### config.mk
export PLATFORM = sky130hd
export DESIGN_NAME = tag_text_field_decoder_unit
export DESIGN_NICKNAME = d
export VERILOG_FILES = /design/src/hw/rtl/ttfd_pkg.sv /design/src/hw/rtl/ttfd_front.sv /design/src/hw/rtl/ttfd_queue.sv /design/src/hw/rtl/ttfd_back.sv /design/src/hw/rtl/tag_text_field_decoder_unit.sv
export SDC_FILE = /design/constraint.sdc
export NUM_CORES = 1
export LEC_CHECK = 0
export ABC_CLOCK_PERIOD_IN_PS = 4100
export BUFFER_PORTS_ARGS = -buffer_cell sky130_fd_sc_hd__buf_2
export CORE_ASPECT_RATIO = 1.75
export CORE_MARGIN = 8
export CORE_UTILIZATION = 26
export CTS_CLUSTER_SIZE = 25
export DETAILED_ROUTE_END_ITERATION = 8
export GPL_TIMING_DRIVEN = 0
export SYNTH_ARGS = -nofsm -noshare
export SYNTH_HDL_FRONTEND = slang
export SYNTH_SLANG_ARGS = --single-unit
### constraint.sdc
create_clock -name clk -period 4.1 [get_ports clk]
set_input_delay 0.205 -clock clk [delete_from_list [all_inputs] [get_ports clk]]
set_output_delay 0.205 -clock clk [all_outputs]
set_load 0.05 [all_outputs]
### src/hw/rtl/ttfd_pkg.sv
// Shared types and constants for the tag text field decoder.
// Holds the result word layout, the field mode enum and the code constants.
// Depends on nothing; every other file of the block imports it.
`timescale 1ns / 1ps

package ttfd_pkg;

	// Number of result words the queue between the two halves can hold.
	localparam int unsigned QUEUE_DEPTH_DEF = 4;

	// Encoding selector values.
	localparam logic [7:0] ENC_LATIN1 = 8'h00;
	localparam logic [7:0] ENC_UTF16  = 8'h01;

	// Byte-order mark bytes and the terminators.
	localparam logic [7:0]  BOM_BYTE_FF   = 8'hFF;
	localparam logic [7:0]  BOM_BYTE_FE   = 8'hFE;
	localparam logic [7:0]  TERM_BYTE     = 8'h00;
	localparam logic [15:0] TERM_UNIT     = 16'h0000;

	// End codes carried on end_code.
	localparam logic [1:0] END_NONE = 2'd0;
	localparam logic [1:0] END_TERM = 2'd1;
	localparam logic [1:0] END_SPAN = 2'd2;

	// Field decoding mode.
	typedef enum logic [1:0] {
		MODE_AWAIT  = 2'd0,
		MODE_DECODE = 2'd1,
		MODE_ERROR  = 2'd2
	} ttfd_mode_t;

	// One result word as it travels from the front half to the output.
	typedef struct packed {
		logic        char_valid;
		logic [15:0] char_code;
		logic [1:0]  end_code;
		logic        bad_encoding;
	} ttfd_result_t;

endpackage

### src/hw/rtl/ttfd_front.sv
// Front half of the tag text field decoder: accepts bytes and classifies them.
// Keeps the field state and forms at most one result word per accepted byte.
// Depends on ttfd_pkg.
`timescale 1ns / 1ps

module ttfd_front (
	input  logic                  clk,
	input  logic                  arst_n,
	input  logic                  in_valid,
	input  logic [7:0]            data_byte,
	input  logic                  field_start,
	input  logic                  span_last,
	input  logic                  queue_full,
	output logic                  in_stall,
	output logic                  push,
	output ttfd_pkg::ttfd_result_t push_data
);
	import ttfd_pkg::*;

	ttfd_mode_t  mode_q, mode_d;
	logic        wide_q, wide_d;
	logic        held_q, held_d;
	logic [7:0]  held_byte_q, held_byte_d;
	logic        fresh_q, fresh_d;
	logic        le_q, le_d;

	logic        accept;
	logic        sel_ok;
	logic        le_bom;
	logic        be_bom;
	logic        bom_hit;
	logic        unit_le;
	logic [15:0] unit_code;
	logic        have;
	ttfd_result_t res;

	// A byte is taken whenever the queue has room for a possible result.
	assign in_stall = queue_full;
	assign accept   = in_valid && !queue_full;

	// Classification of the current byte against the held state.
	assign sel_ok    = (data_byte == ENC_LATIN1) || (data_byte == ENC_UTF16);
	assign le_bom    = (held_byte_q == BOM_BYTE_FF) && (data_byte == BOM_BYTE_FE);
	assign be_bom    = (held_byte_q == BOM_BYTE_FE) && (data_byte == BOM_BYTE_FF);
	assign bom_hit   = fresh_q && (le_bom || be_bom);
	// A fresh string without a mark is big-endian.
	assign unit_le   = fresh_q ? 1'b0 : le_q;
	assign unit_code = unit_le ? {data_byte, held_byte_q} : {held_byte_q, data_byte};

	// Next-state logic for the field state.
	always_comb begin
		mode_d      = mode_q;
		wide_d      = wide_q;
		held_d      = held_q;
		held_byte_d = held_byte_q;
		fresh_d     = fresh_q;
		le_d        = le_q;
		if (field_start) begin
			held_d      = 1'b0;
			held_byte_d = '0;
			fresh_d     = 1'b1;
			le_d        = 1'b0;
			if (sel_ok) begin
				wide_d = data_byte[0];
				mode_d = span_last ? MODE_AWAIT : MODE_DECODE;
			end else begin
				mode_d = MODE_ERROR;
			end
		end else if (mode_q == MODE_DECODE) begin
			if (!wide_q) begin
				if (data_byte == TERM_BYTE) begin
					fresh_d = 1'b1;
				end
			end else if (!held_q) begin
				held_d      = 1'b1;
				held_byte_d = data_byte;
			end else begin
				held_d      = 1'b0;
				held_byte_d = '0;
				if (fresh_q) begin
					fresh_d = 1'b0;
					le_d    = le_bom;
				end
				if (!bom_hit && unit_code == TERM_UNIT) begin
					fresh_d = 1'b1;
				end
			end
			// The span end drops any odd byte and waits for a new field.
			if (span_last) begin
				mode_d      = MODE_AWAIT;
				held_d      = 1'b0;
				held_byte_d = '0;
				fresh_d     = 1'b1;
			end
		end
	end

	// Result word for the current byte.
	always_comb begin
		have             = 1'b0;
		res.char_valid   = 1'b0;
		res.char_code    = '0;
		res.end_code     = span_last ? END_SPAN : END_NONE;
		res.bad_encoding = 1'b0;
		if (field_start) begin
			if (sel_ok) begin
				have = span_last;
			end else begin
				have             = 1'b1;
				res.bad_encoding = 1'b1;
			end
		end else begin
			unique case (mode_q)
				MODE_ERROR: begin
					have             = 1'b1;
					res.bad_encoding = 1'b1;
				end
				MODE_DECODE: begin
					if (!wide_q) begin
						have = 1'b1;
						if (data_byte == TERM_BYTE) begin
							res.end_code = span_last ? END_SPAN : END_TERM;
						end else begin
							res.char_valid = 1'b1;
							res.char_code  = {8'h00, data_byte};
						end
					end else if (!held_q || bom_hit) begin
						have = span_last;
					end else begin
						have = 1'b1;
						if (unit_code == TERM_UNIT) begin
							res.end_code = span_last ? END_SPAN : END_TERM;
						end else begin
							res.char_valid = 1'b1;
							res.char_code  = unit_code;
						end
					end
				end
				default: begin
					have = 1'b0;
				end
			endcase
		end
	end

	assign push      = accept && have;
	assign push_data = res;

	// Field state registers, updated on each accepted byte.
	always_ff @(posedge clk or negedge arst_n) begin
		if (!arst_n) begin
			mode_q      <= MODE_AWAIT;
			wide_q      <= 1'b0;
			held_q      <= 1'b0;
			held_byte_q <= '0;
			fresh_q     <= 1'b1;
			le_q        <= 1'b0;
		end else if (accept) begin
			mode_q      <= mode_d;
			wide_q      <= wide_d;
			held_q      <= held_d;
			held_byte_q <= held_byte_d;
			fresh_q     <= fresh_d;
			le_q        <= le_d;
		end
	end

endmodule

### src/hw/rtl/ttfd_queue.sv
// Short result queue between the front and back halves of the decoder.
// A small register file with read and write pointers and a fill count.
// Depends on ttfd_pkg.
`timescale 1ns / 1ps

module ttfd_queue #(
	parameter int unsigned DEPTH = ttfd_pkg::QUEUE_DEPTH_DEF
) (
	input  logic                  clk,
	input  logic                  arst_n,
	input  logic                  push,
	input  ttfd_pkg::ttfd_result_t push_data,
	input  logic                  pop,
	output ttfd_pkg::ttfd_result_t pop_data,
	output logic                  full,
	output logic                  empty
);
	import ttfd_pkg::*;

	localparam int unsigned PtrW = $clog2(DEPTH);
	localparam int unsigned CntW = $clog2(DEPTH + 1);
	localparam logic [PtrW-1:0] PtrLast = PtrW'(DEPTH - 1);
	localparam logic [CntW-1:0] CntFull = CntW'(DEPTH);

	ttfd_result_t          entry_q [DEPTH];
	logic [PtrW-1:0]       wr_ptr_q;
	logic [PtrW-1:0]       rd_ptr_q;
	logic [CntW-1:0]       count_q;

	assign full     = (count_q == CntFull);
	assign empty    = (count_q == '0);
	assign pop_data = entry_q[rd_ptr_q];

	// Storage: written at the write pointer only.
	always_ff @(posedge clk) begin
		if (push) begin
			entry_q[wr_ptr_q] <= push_data;
		end
	end

	// Pointers and fill count.
	always_ff @(posedge clk or negedge arst_n) begin
		if (!arst_n) begin
			wr_ptr_q <= '0;
			rd_ptr_q <= '0;
			count_q  <= '0;
		end else begin
			if (push) begin
				wr_ptr_q <= (wr_ptr_q == PtrLast) ? '0 : wr_ptr_q + 1'b1;
			end
			if (pop) begin
				rd_ptr_q <= (rd_ptr_q == PtrLast) ? '0 : rd_ptr_q + 1'b1;
			end
			if (push && !pop) begin
				count_q <= count_q + 1'b1;
			end else if (pop && !push) begin
				count_q <= count_q - 1'b1;
			end
		end
	end

endmodule

### src/hw/rtl/ttfd_back.sv
// Back half of the decoder: the output register that presents result words.
// Pulls from the queue whenever the register is empty or being taken.
// Depends on ttfd_pkg.
`timescale 1ns / 1ps

module ttfd_back (
	input  logic                  clk,
	input  logic                  arst_n,
	input  logic                  queue_empty,
	input  ttfd_pkg::ttfd_result_t queue_data,
	output logic                  pop,
	input  logic                  out_stall,
	output logic                  out_valid,
	output logic                  char_valid,
	output logic [15:0]           char_code,
	output logic [1:0]            end_code,
	output logic                  bad_encoding
);
	import ttfd_pkg::*;

	logic         valid_q;
	ttfd_result_t word_q;

	// Refill the register when it holds nothing or its word leaves now.
	assign pop = !queue_empty && (!valid_q || !out_stall);

	always_ff @(posedge clk or negedge arst_n) begin
		if (!arst_n) begin
			valid_q <= 1'b0;
		end else if (pop) begin
			valid_q <= 1'b1;
		end else if (!out_stall) begin
			valid_q <= 1'b0;
		end
	end

	// Payload register, loaded only on a pop.
	always_ff @(posedge clk) begin
		if (pop) begin
			word_q <= queue_data;
		end
	end

	assign out_valid    = valid_q;
	assign char_valid   = word_q.char_valid;
	assign char_code    = word_q.char_code;
	assign end_code     = word_q.end_code;
	assign bad_encoding = word_q.bad_encoding;

endmodule

### src/hw/rtl/tag_text_field_decoder_unit.sv
// Top level of the tag text field decoder.
// Joins the front half, the result queue and the output register.
// Depends on ttfd_pkg, ttfd_front, ttfd_queue and ttfd_back.
//
// Usage: bytes of a tag text field enter on the input channel (in_valid,
// in_stall) with field_start on the encoding selector and span_last on the
// final byte. Each accepted byte gives zero or one result word on the
// output channel (out_valid, out_stall): a character, an end marker, an
// error flag, or a mix of them.
// Throughput is one byte per cycle while in_stall is low; the field state
// updates in the cycle a byte is accepted. The edge that accepts a byte
// writes its result word into the queue; once at the head of the queue it
// moves into the output register, which drives out_valid, and the receiver
// takes it from there. When the receiver stalls, the output register holds
// its word and the queue fills; in_stall rises only once QUEUE_DEPTH words
// are waiting. Reset empties the queue and the output register and leaves
// the decoder waiting for a field_start byte.
`timescale 1ns / 1ps

module tag_text_field_decoder_unit #(
	parameter int unsigned QUEUE_DEPTH = ttfd_pkg::QUEUE_DEPTH_DEF
) (
	input  logic        clk,
	input  logic        arst_n,
	input  logic        in_valid,
	output logic        in_stall,
	input  logic [7:0]  data_byte,
	input  logic        field_start,
	input  logic        span_last,
	output logic        out_valid,
	input  logic        out_stall,
	output logic        char_valid,
	output logic [15:0] char_code,
	output logic [1:0]  end_code,
	output logic        bad_encoding
);
	import ttfd_pkg::*;

	logic         push;
	logic         pop;
	logic         queue_full;
	logic         queue_empty;
	ttfd_result_t push_data;
	ttfd_result_t pop_data;

	// Byte intake and classification.
	ttfd_front u_front (
		.clk        (clk),
		.arst_n     (arst_n),
		.in_valid   (in_valid),
		.data_byte  (data_byte),
		.field_start(field_start),
		.span_last  (span_last),
		.queue_full (queue_full),
		.in_stall   (in_stall),
		.push       (push),
		.push_data  (push_data)
	);

	// Result words waiting for the output side.
	ttfd_queue #(
		.DEPTH(QUEUE_DEPTH)
	) u_queue (
		.clk      (clk),
		.arst_n   (arst_n),
		.push     (push),
		.push_data(push_data),
		.pop      (pop),
		.pop_data (pop_data),
		.full     (queue_full),
		.empty    (queue_empty)
	);

	// Output register.
	ttfd_back u_back (
		.clk         (clk),
		.arst_n      (arst_n),
		.queue_empty (queue_empty),
		.queue_data  (pop_data),
		.pop         (pop),
		.out_stall   (out_stall),
		.out_valid   (out_valid),
		.char_valid  (char_valid),
		.char_code   (char_code),
		.end_code    (end_code),
		.bad_encoding(bad_encoding)
	);

endmodule

### Yosys cells after proc, flatten, opt, wreduce, memory -nomap -nowiden

Memories as Yosys holds them, arrays and structs flattened. A register that Yosys moved wholly into a read port is not among the register bits.
Index checks and enable logic that the tools add are counted.

* logic and storage cells: 119
* memory bits (read-only): 0
* memories: 1
* output and inout port bits: 22
* latch bits: 0
* memory bits (writable): 80
* register bits after elaboration: 22

Memories
* u_queue.entry_q: depth 4, bits a word 20, read ports 1, clocked after Yosys merged registers in 1, write ports 1, RTL line ttfd_queue.sv:25 `ttfd_result_t entry_q [DEPTH];`

* multiplexer cells: 55
* bitwise gates (word level): 0
* div/mod/pow operators: 0
* add/subtract/negate cells: 4
* eq/ne operators: 12
* multipliers: 0
* shift-type cells: 0
* reduce and logical (&&, ||, !) cells: 37
* $lt $le $gt $ge: 0

Operators with widths (count)
* $mux W19: 4
* $mux W8: 5
* $mux W17: 2
* $eq A8 B8 Y1 const B: 4
* $mux W1: 30
* $mux W2: 10
* $logic_not A16 Y1: 1
* $mux W16: 1
* $reduce_bool A2 Y1: 6
* $logic_and A1 B1 Y1: 9
* $reduce_and A3 Y1: 3
* $eq A8 B1 Y1 const B: 1
* $logic_not A1 Y1: 8
* $logic_not A8 Y1: 1
* $eq A2 B2 Y1 const B: 3
* $mux W3: 2
* $reduce_and A5 Y1: 1
* $add A2 B1 Y2 const B: 2
* $logic_or A1 B1 Y1: 4
* $ne A4 B4 Y1 const B: 1
* $reduce_and A4 Y1: 1
* $reduce_bool A4 Y1: 1
* $add A3 B1 Y3 const B: 1
* $eq A3 B3 Y1 const B: 1
* other kinds (6): 6

### Logic depth before layout (Yosys ltp)

Gate-level depths: netlist of run 1.

* depth in word-level cells: 14
* gate-level depth with buffers: 11
* gate-level depth less buffers: 11

### Modules after synthesis

Synthesis of run 1 repeated with hierarchy kept, for this count alone.

* cells, all modules: 302
* area total of the unflattened synthesis: 5047.3 µm²

By module, submodules not included
* ttfd_queue: cells each 141, seq. area each 2577.5 µm², instances 1, area each 3304.4 µm²
* ttfd_front: cells each 138, seq. area each 351.6 µm², instances 1, area each 1102.3 µm²
* ttfd_back: cells each 23, seq. area each 625.6 µm², instances 1, area each 640.6 µm²

### Least setup slack after synthesis of run 1

Ideal clock, no wire load.

* path type: register to register
* from: register u_queue.count_q[0]
* to: register u_queue.count_q[1]
* clock period less this slack: 3241 ps
* stages on the path, launching flop included: 9
* setup slack: 859 ps
* required time: 3975 ps
* arrival: 3116 ps
* cell sequence: dfrtp_1 > nor3b_1 > nor2b_1 > o311ai_4 > nor3_2 > ha_1 > inv_1 > fa_1 > mux2_2

* cells in the longest elaborated chain, start to end: 7

RTL lines
* start, declared: RTL line ttfd_queue.sv:28 `logic [CntW-1:0] count_q;`
* start signal, assigned: RTL line ttfd_queue.sv:55 `count_q <= count_q + 1'b1;`
* start signal, assigned: RTL line ttfd_queue.sv:57 `count_q <= count_q - 1'b1;`
* $eq A3 B3 Y1 *: RTL line ttfd_queue.sv:30 `assign full = (count_q == CntFull);`
* via in_stall: RTL line tag_text_field_decoder_unit.sv:26 `output logic in_stall,`
* $logic_not A1 Y1 *: RTL line ttfd_front.sv:39 `assign accept = in_valid && !queue_full;`
* $logic_and A1 B1 Y1 *: RTL line ttfd_front.sv:39
* $logic_and A1 B1 Y1 *: RTL line ttfd_front.sv:146 `assign push = accept && have;`
* via push: RTL line tag_text_field_decoder_unit.sv:39 `logic push;`
* $logic_not A1 Y1: RTL line ttfd_queue.sv:56 `end else if (pop && !push) begin`
* $logic_and A1 B1 Y1: RTL line ttfd_queue.sv:56
* $reduce_bool A2 Y1 (no source line)

Mark *: on every way through the listed nets, which the timed path passes. The rest lies on a longest branch. The select of a mux whose other input is x is not followed.
A chain may end at the register's enable or synchronous reset.

### Worst setup path in the final report of run 1

* from: register u_queue.count_q[2]
* to: memory u_queue.entry_q[2][7] (netlist bit) (enable)

* cells in the longest elaborated chain, start to end: 6

RTL lines
* $eq A3 B3 Y1: RTL line ttfd_queue.sv:30
* $logic_not A1 Y1: RTL line ttfd_front.sv:39
* $logic_and A1 B1 Y1: RTL line ttfd_front.sv:39
* $logic_and A1 B1 Y1: RTL line ttfd_front.sv:146
* via push: RTL line tag_text_field_decoder_unit.sv:39
* $mux W1: RTL line ttfd_queue.sv:36 `if (push) begin`
* $mux W1 (implied by the code): RTL line ttfd_queue.sv:37 `entry_q[wr_ptr_q] <= push_data;`
* end, declared: RTL line ttfd_queue.sv:25

The timed path passes the listed nets, and every way through them passes these cells.

==> impl_metrics.csv, run 1 <==
group,metric,value,unit
run_status,run_status,"completed",
detailed_routing,drtIter0Drc,190,
sta,maxSlewHeadroom,20.74,%
logic_synthesis,synth.lib_cells_used.distinct,45,
detailed_routing,routed_wl,10290,um
logic_synthesis,synth_top_cell_area_share,59.91,%
setup_path,regToRegEndpoint,"u_queue.entry_q[2][7]$_DFFE_PP_",
global_routing,grt_antenna_before_repair,1,
pwr,vdd.ir_drop.worst,242.4,uV
sta,min_period,2.964,ns
floorplanning,floorplan.initialDensity,26.34,%
setup_path,critical_path.startpoint_type,"register",
min_path,min-delay-start,"out_stall",
logic_synthesis,synth_compound_gate_area_share,5.292,%
logic_synthesis,synth.avg_cell_area,17.22,sq um
logic_synthesis,synth_seq_cells,122,
detailed_routing,ant_nets,0,
logic_synthesis,synth-edff-count,100,
logic_synthesis,synth_top_family_by_area,"multiplexers",
pwr,internal_power,2.895,mW
cts,post_cts.repair.setup_buffers,0,
cts,tritoncts_clock_tree,"yes",
setup_path,timing.critical_path.fanout_max,20,
detailed_routing,routed_wl_per_cell,17.24,um
logic_synthesis,synth.cell_area,0.005012,sq mm
setup_path,worstPathRequired,4.11,ns
pwr,netSwitchingFraction,31.30,%
logic_synthesis,netlist.top_cell.by_area,"edfxtp_1",
sta,timing_hold_violations_final,0,
finish,layout.cells.most_common,"edfxtp_1",
floorplanning,core_area,0.01903,sq mm
logic_synthesis,synth_ff_type,"edfxtp_1",
finish,finalNetCount,367,
setup_path,rr_worst_depth,5,
detailed_routing,detail_route.drc_violations,0,
global_routing,grt_pass1_wl,16220,um
floorplanning,die-area,0.02415,sq mm
pwr,power.switching,1.319,mW
cts,path_clk_slew,0.05,ns
finish,layout_common_cells,"100 x edfxtp_1, 35 x buf_2, 23 x nor2_1, 21 x dfrtp_1, 20 x mux4_2",
sta,worst_pin_slew,1.189,ns
global_routing,grt_util_all_layers,9.079,%
logic_synthesis,synth_seq_area_share,70.92,%
run,drv.max_cap_violation_count,0,
placement,pre_cts_slack,1.060,ns
cts,worst_skew_pair_latency,0.40,ns
detailed_routing,post_drt_via_cell_ratio,4.588,
sta,maxClockFrequency,337.3,MHz
floorplanning,chip_height,199.7,um
sta,final.setup.worst_slack,1.136,ns
min_path,hold_class,"in -> reg",
sta,setup_viol_count_final,0,
min_path,worstHoldPathCells,3,
placement,place.port_buffers,33,
global_routing,grt_start_max_net_pins,23,
sta,final.setup.tns,0,ns
cts,cts-root-to-sink-buffers,2,
setup_path,critical_path_class,"reg -> reg",
detailed_routing,detailroute.via_count,2739,
setup_path,reg2reg_from,"u_queue.count_q[2]$_DFFE_PN0P_",
pwr,clockPowerShare,32.4,%
logic_synthesis,synth-xor-area-share,0.6990,%
logic_synthesis,postSynthNetCount,314,
pwr,power_frac_comb,26.2,%
min_path,min_delay_worst_endpoint,"u_back.out_valid$_DFFE_PN0P_",
sta,rsz0062_at_grt,"false",
cts,clock_tree.root_cell,"clkbuf_16",
pwr,power,4.214,mW
setup_path,r2r_slack,1.14,ns
detailed_routing,first_pass_drt_iterations,4,
logic_synthesis,muxShareOfSynthArea,11.86,%
sta,final_min_period_over_clock_period,72.30,%
cts,clock_tree.htree_level_count,4,
floorplanning,rows,67,
placement,dpl.hpwl,7008,um
cts,cts_made_buffers,17,
logic_synthesis,post_synth_main_area_contributors,"edfxtp_1 60%, dfrtp_1 10%, mux4_2 9.0%",
placement,finalWeightedCongestion,0.8269,
pwr,powerDensity,698.7,mW/mm^2
cts,tritoncts_num_sinks,122,
setup_path,worst_setup_path_end_kind,"register",
floorplanning,io_pins,36,
sta,clock-skew-final,0.008215,ns
logic_synthesis,synthCells,291,
setup_path,critPathArrivalTime,2.97,ns
logic_synthesis,synth_simple_gate_area_share,7.214,%
sta,slew_viol_final,0,
sta,worst_hold_slack,0.03313,ns
global_routing,grt_pass1_vias,2882,
floorplanning,fp.dieW,121.0,um
logic_synthesis,async_flop_share,18.03,%
finish,layout_cell_share_with_drive_strength_beyond_1,25.84,%
global_routing,grt_overflow,0,
pwr,power.leakage,2.152,nW
logic_synthesis,post_synth_fa_ha_maj_area_fraction,2.396,%
pwr,pwr-share-seq,41.3,%
logic_synthesis,synth_warnings,0,
finish,diodes,0,
finish,syn_to_final_growth,20.32,%
==> final cells by class <==
type,count,area [sq um]
flip-flops and latches,122,3555
clock buffers,20,436.7
fillers,1849,13000
clock inverters,11,105.1
plain buffers,11,43.79
multi-input cells,148,1376
inverters,10,37.54
well taps,241,301.5
repair buffers,34,175.2
==> worst max-delay path by stage <==
stage	slack [ns]	to	cells past startpoint	from
after floorplan	0.86	u_queue.count_q[1]$_DFFE_PN0P_	8	u_queue.count_q[0]$_DFFE_PN0P_
after global placement	1.16	u_queue.entry_q[0][1]$_DFFE_PP_	5	u_queue.count_q[2]$_DFFE_PN0P_
after detailed placement	1.06	u_queue.entry_q[2][5]$_DFFE_PP_	5	u_queue.count_q[2]$_DFFE_PN0P_
after CTS	1.03	u_queue.entry_q[2][8]$_DFFE_PP_	5	u_queue.count_q[2]$_DFFE_PN0P_
after global routing	0.90	u_queue.entry_q[2][10]$_DFFE_PP_	5	u_queue.count_q[2]$_DFFE_PN0P_
final	1.14	u_queue.entry_q[2][7]$_DFFE_PP_	5	u_queue.count_q[2]$_DFFE_PN0P_
==> power groups by stage <==
| stage | combinational [mW] | sequential (mW) | clock, mW |
|---|---|---|---|
| 2_1_floorplan | 0.541 | 2.06 | 0 |
| 3_3_place_gp | 1.11 | 1.75 | 0 |
| 3_5_place_dp | 1.14 | 1.77 | 0 |
| 4_1_cts | 1.15 | 1.75 | 1.39 |
| 5_1_grt | 1.21 | 1.77 | 1.44 |
| 6_report | 1.11 | 1.74 | 1.37 |
==> Yosys cell counts, drive strengths merged, types with 2 or more instances <==
library cell    n
a21o            3
edfxtp        100
nor3            6
clkbuf          8
nor2           23
buf             3
mux2i           8
nand4           3
xor2            3
or2             2
mux4           20
o21ai           5
nand2          12
ha              8
inv            10
dfrtp          21
nor2b           3
nand3           4
a22o            8
and2            4
or4             2
or4b            2
o31ai           4
a22oi           8
nor4            3
mux2            5
nor3b           2
==> critical path, stage by stage, from the launching register on <==
cell and delay, ns:
dfrtp_1 0.41, nor3b_1 0.18, nor2b_1 0.34, o311ai_4 0.16
nor3_2 0.46, and2_1 1.01
==> registers in the layout (all words and copies together) (netlist names) <==
name and flops:
u_back.out_valid 1, u_queue.entry_q 80, u_front.held_q 1, u_queue.count_q 3
u_back.end_code 2, u_front.fresh_q 1, u_front.wide_q 1, u_back.char_code 16
u_front.held_byte_q 8, u_back.bad_encoding 1, u_front.le_q 1, u_back.char_valid 1
u_queue.wr_ptr_q 2, u_front.mode_q 2, u_queue.rd_ptr_q 2
==> metrics by stage <==
step | cells | area [sq um] | utilization [%]
floorplan | 291 | 5012 | -
global placement | 565 | 5479 | 28.79
detailed placement | 565 | 5479 | 28.79
CTS | 597 | 6031 | 31.69
global route | 597 | 6031 | 31.69
finish | 597 | 6031 | 31.69
==> cells by family (layout without fill, tap and decap cells) <==
| group | after synthesis | after routing |
|---|---|---|
| flops | 122 | 122 |
| simple gates | 69 | 69 |
| compound gates | 33 | 33 |
| mux | 33 | 33 |
| buf+inv | 21 | 86 |
| fa+ha+maj | 9 | 9 |
| xor+xnor | 4 | 4 |
==> layer usage <==
| metal | vias up | part of all wire, % | wire length, um | global-route usage (%) |
|---|---|---|---|---|
| li1 | 1255 | - | - | - |
| met1 | 1390 | 36 | 3698 | 8.991 |
| met2 | 74 | 56 | 5781 | 16.28 |
| met3 | 18 | 4.9 | 509 | 2.772 |
| met4 | 2 | 2.8 | 286 | 5.349 |
| met5 | - | 0.13 | 13 | 0 |
==> timing repair <==
item,in CTS,in global routing
hold endpoints to repair,21,0
resized for setup,0,0
hold buffers,1,0
No activity file was read; power rests on OpenSTA's default activity.
==> run 2: changes to the inputs <==
--- a/config.mk
+++ b/config.mk
@@ -5,7 +5,7 @@
 export SDC_FILE = /design/constraint.sdc
 export NUM_CORES = 1
 export LEC_CHECK = 0
-export ABC_CLOCK_PERIOD_IN_PS = 4100
+export ABC_CLOCK_PERIOD_IN_PS = 2600
 export BUFFER_PORTS_ARGS = -buffer_cell sky130_fd_sc_hd__buf_2
 export CORE_ASPECT_RATIO = 1.75
 export CORE_MARGIN = 8
==> constraint.sdc (replaced) <==
create_clock -name clk -period 2.6 [get_ports clk]
set_input_delay 0.13 -clock clk [delete_from_list [all_inputs] [get_ports clk]]
set_output_delay 0.13 -clock clk [all_outputs]
set_load 0.05 [all_outputs]
==> impl_metrics.csv, run 2 (synthesis gave the netlist of run 1 again) <==
group,metric,value,unit
finish,layout_cell_share_with_drive_strength_beyond_1,30.60,%
detailed_routing,post_drt_via_cell_ratio,4.649,
cts,cts_made_buffers,17,
global_routing,grt_pass1_vias,3096,
finish,layout_common_cells,"100 x edfxtp_1, 35 x buf_2, 23 x nor2_1, 21 x dfrtp_1, 20 x mux4_2",
floorplanning,die-area,0.02415,sq mm
detailed_routing,drtIter0Drc,176,
floorplanning,floorplan.initialDensity,26.34,%
setup_path,timing.critical_path.fanout_max,5,
detailed_routing,first_pass_drt_iterations,5,
placement,finalWeightedCongestion,0.8199,
detailed_routing,ant_nets,0,
pwr,powerDensity,1100,mW/mm^2
pwr,power.leakage,2.232,nW
global_routing,grt_start_max_net_pins,23,
cts,clock_tree.root_cell,"clkbuf_16",
cts,tritoncts_num_sinks,122,
detailed_routing,routed_wl_per_cell,17.06,um
setup_path,regToRegEndpoint,"u_queue.count_q[1]$_DFFE_PN0P_",
run_status,run_status,"completed",
setup_path,worst_setup_path_end_kind,"register",
cts,clock_tree.htree_level_count,4,
detailed_routing,detail_route.drc_violations,0,
setup_path,rr_worst_depth,8,
min_path,min-delay-start,"data_byte[1]",
sta,final_min_period_over_clock_period,93.92,%
sta,clock-skew-final,0.006389,ns
min_path,worstHoldPathCells,2,
floorplanning,fp.dieW,121.0,um
floorplanning,core_area,0.01903,sq mm
global_routing,grt_pass1_wl,16840,um
sta,rsz0062_at_grt,"false",
pwr,vdd.ir_drop.worst,427.8,uV
sta,setup_viol_count_final,0,
placement,placement.cell_area,0.005490,sq mm
sta,maxSlewHeadroom,42.34,%
sta,slew_viol_final,0,
detailed_routing,routed_wl,10360,um
setup_path,critical_path_class,"reg -> reg",
setup_path,r2r_slack,0.16,ns
setup_path,reg2reg_from,"u_front.held_byte_q[5]$_DFFE_PN0P_",
placement,dpl.hpwl,6990,um
cts,path_clk_slew,0.06,ns
sta,final.setup.worst_slack,0.1581,ns
floorplanning,io_pins,36,
global_routing,grt_util_all_layers,9.226,%
finish,final_design_area_no_fill,0.006175,sq mm
sta,min_period,2.442,ns
run,drv.max_cap_violation_count,0,
min_path,hold_class,"in -> reg",
setup_path,critical_path.startpoint_type,"register",
finish,finalNetCount,376,
cts,worst_skew_pair_latency,0.41,ns
global_routing,grt_overflow,0,
floorplanning,rows,67,
setup_path,critPathArrivalTime,2.73,ns
floorplanning,chip_height,199.7,um
placement,pre_cts_slack,-0.4004,ns
finish,most_flop_heavy_register,"u_queue.entry_q",
sta,worst_pin_slew,0.8639,ns
finish,layout.cells.most_common,"edfxtp_1",
finish,diodes,0,
placement,place.port_buffers,33,
sta,maxClockFrequency,409.5,MHz
setup_path,worstPathRequired,2.89,ns
global_routing,grt_antenna_before_repair,0,
cts,tritoncts_clock_tree,"yes",
sta,final.setup.tns,0,ns
cts,cts-root-to-sink-buffers,2,
sta,timing_hold_violations_final,0,
detailed_routing,detailroute.via_count,2822,
finish,syn_to_final_growth,23.19,%
min_path,min_delay_worst_endpoint,"u_front.held_byte_q[1]$_DFFE_PN0P_",
finish,largest_register_ff_count,80,
run 2: changes by cell type in the layout (fill, tap and decap cells not counted), sizes merged:
cell	previous run	this run
dlygate4sd3	1	2
buf	36	44
inv	10	14
clkbuf	28	25
clkinvlp	0	1
clkinv	9	8
run 2: layout make-up:
cell class | instances | area, sq um
plain buffers | 11 | 43.79
clock buffers | 17 | 425.4
clock inverters | 15 | 147.6
fillers | 1785 | 12850
inverters | 10 | 37.54
multi-input cells | 148 | 1419
flip-flops and latches | 122 | 3555
well taps | 241 | 301.5
repair buffers | 43 | 245.2
run 2: report_power, final:
part	internal (mW)	total [mW]	switching, mW
Combinational	0.614	1.78	1.16
Clock	1.41	2.27	0.860
Sequential	2.59	2.74	0.155
Total	4.61	6.79	2.18
run 2: how the worst max path moves through the flow:
| stage | start | to | slack (ns) | cells past startpoint |
|---|---|---|---|---|
| global placement | u_queue.count_q[2]$_DFFE_PN0P_ | u_queue.entry_q[0][9]$_DFFE_PP_ | -0.31 | 5 |
| global route | u_front.mode_q[0]$_DFFE_PN0P_ | u_queue.count_q[2]$_DFFE_PN0P_ | 0.02 | 11 |
| detailed placement | u_queue.count_q[2]$_DFFE_PN0P_ | u_queue.entry_q[3][1]$_DFFE_PP_ | -0.40 | 5 |
| floorplan | u_queue.count_q[2]$_DFFE_PN0P_ | u_queue.count_q[2]$_DFFE_PN0P_ | 0.12 | 10 |
| CTS | u_front.held_byte_q[5]$_DFFE_PN0P_ | u_queue.count_q[1]$_DFFE_PN0P_ | 0.06 | 8 |
| finish | u_front.held_byte_q[5]$_DFFE_PN0P_ | u_queue.count_q[1]$_DFFE_PN0P_ | 0.16 | 8 |
run 2: routing by layer:
| layer | global-route usage, % | up-vias | part of all wire (%) |
|---|---|---|---|
| li1 | - | 1269 | - |
| met1 | 9.494 | 1431 | 38 |
| met2 | 15.85 | 97 | 53 |
| met3 | 3.140 | 25 | 5.4 |
| met4 | 5.535 | 0 | 3.1 |
| met5 | 0 | - | 0 |
run 2: through the flow:
step / power, mW / hold slack, ns / util [%] / instances
5_1_grt: 7.128 / 0.02337 / 32.45 / 607
6_report: 6.790 / 0.04472 / 32.45 / 607
3_5_place_dp: 4.597 / 0.1372 / 28.85 / 565
3_3_place_gp: 4.542 / 0.1232 / 28.85 / 565
2_1_floorplan: 4.120 / -0.1656 / - / 291
4_1_cts: 6.896 / 0.01532 / 32.38 / 606
run 2: timing repair:
item	CTS	global route
hold buffers	2	0
setup endpoints to repair	82	2
pin swaps	1	1
hold endpoints to repair	22	0
resized for setup	8	1
setup buffers	7	1
run 2: critical path, cell delays in order, from the launching register on:
cell,delay [ns]
dfrtp_1,0.42
nand2_1,0.07
or4_4,0.57
nor4_4,0.22
nor3_4,0.08
ha_1,0.23
inv_1,0.08
fa_1,0.38
mux2_2,0.26
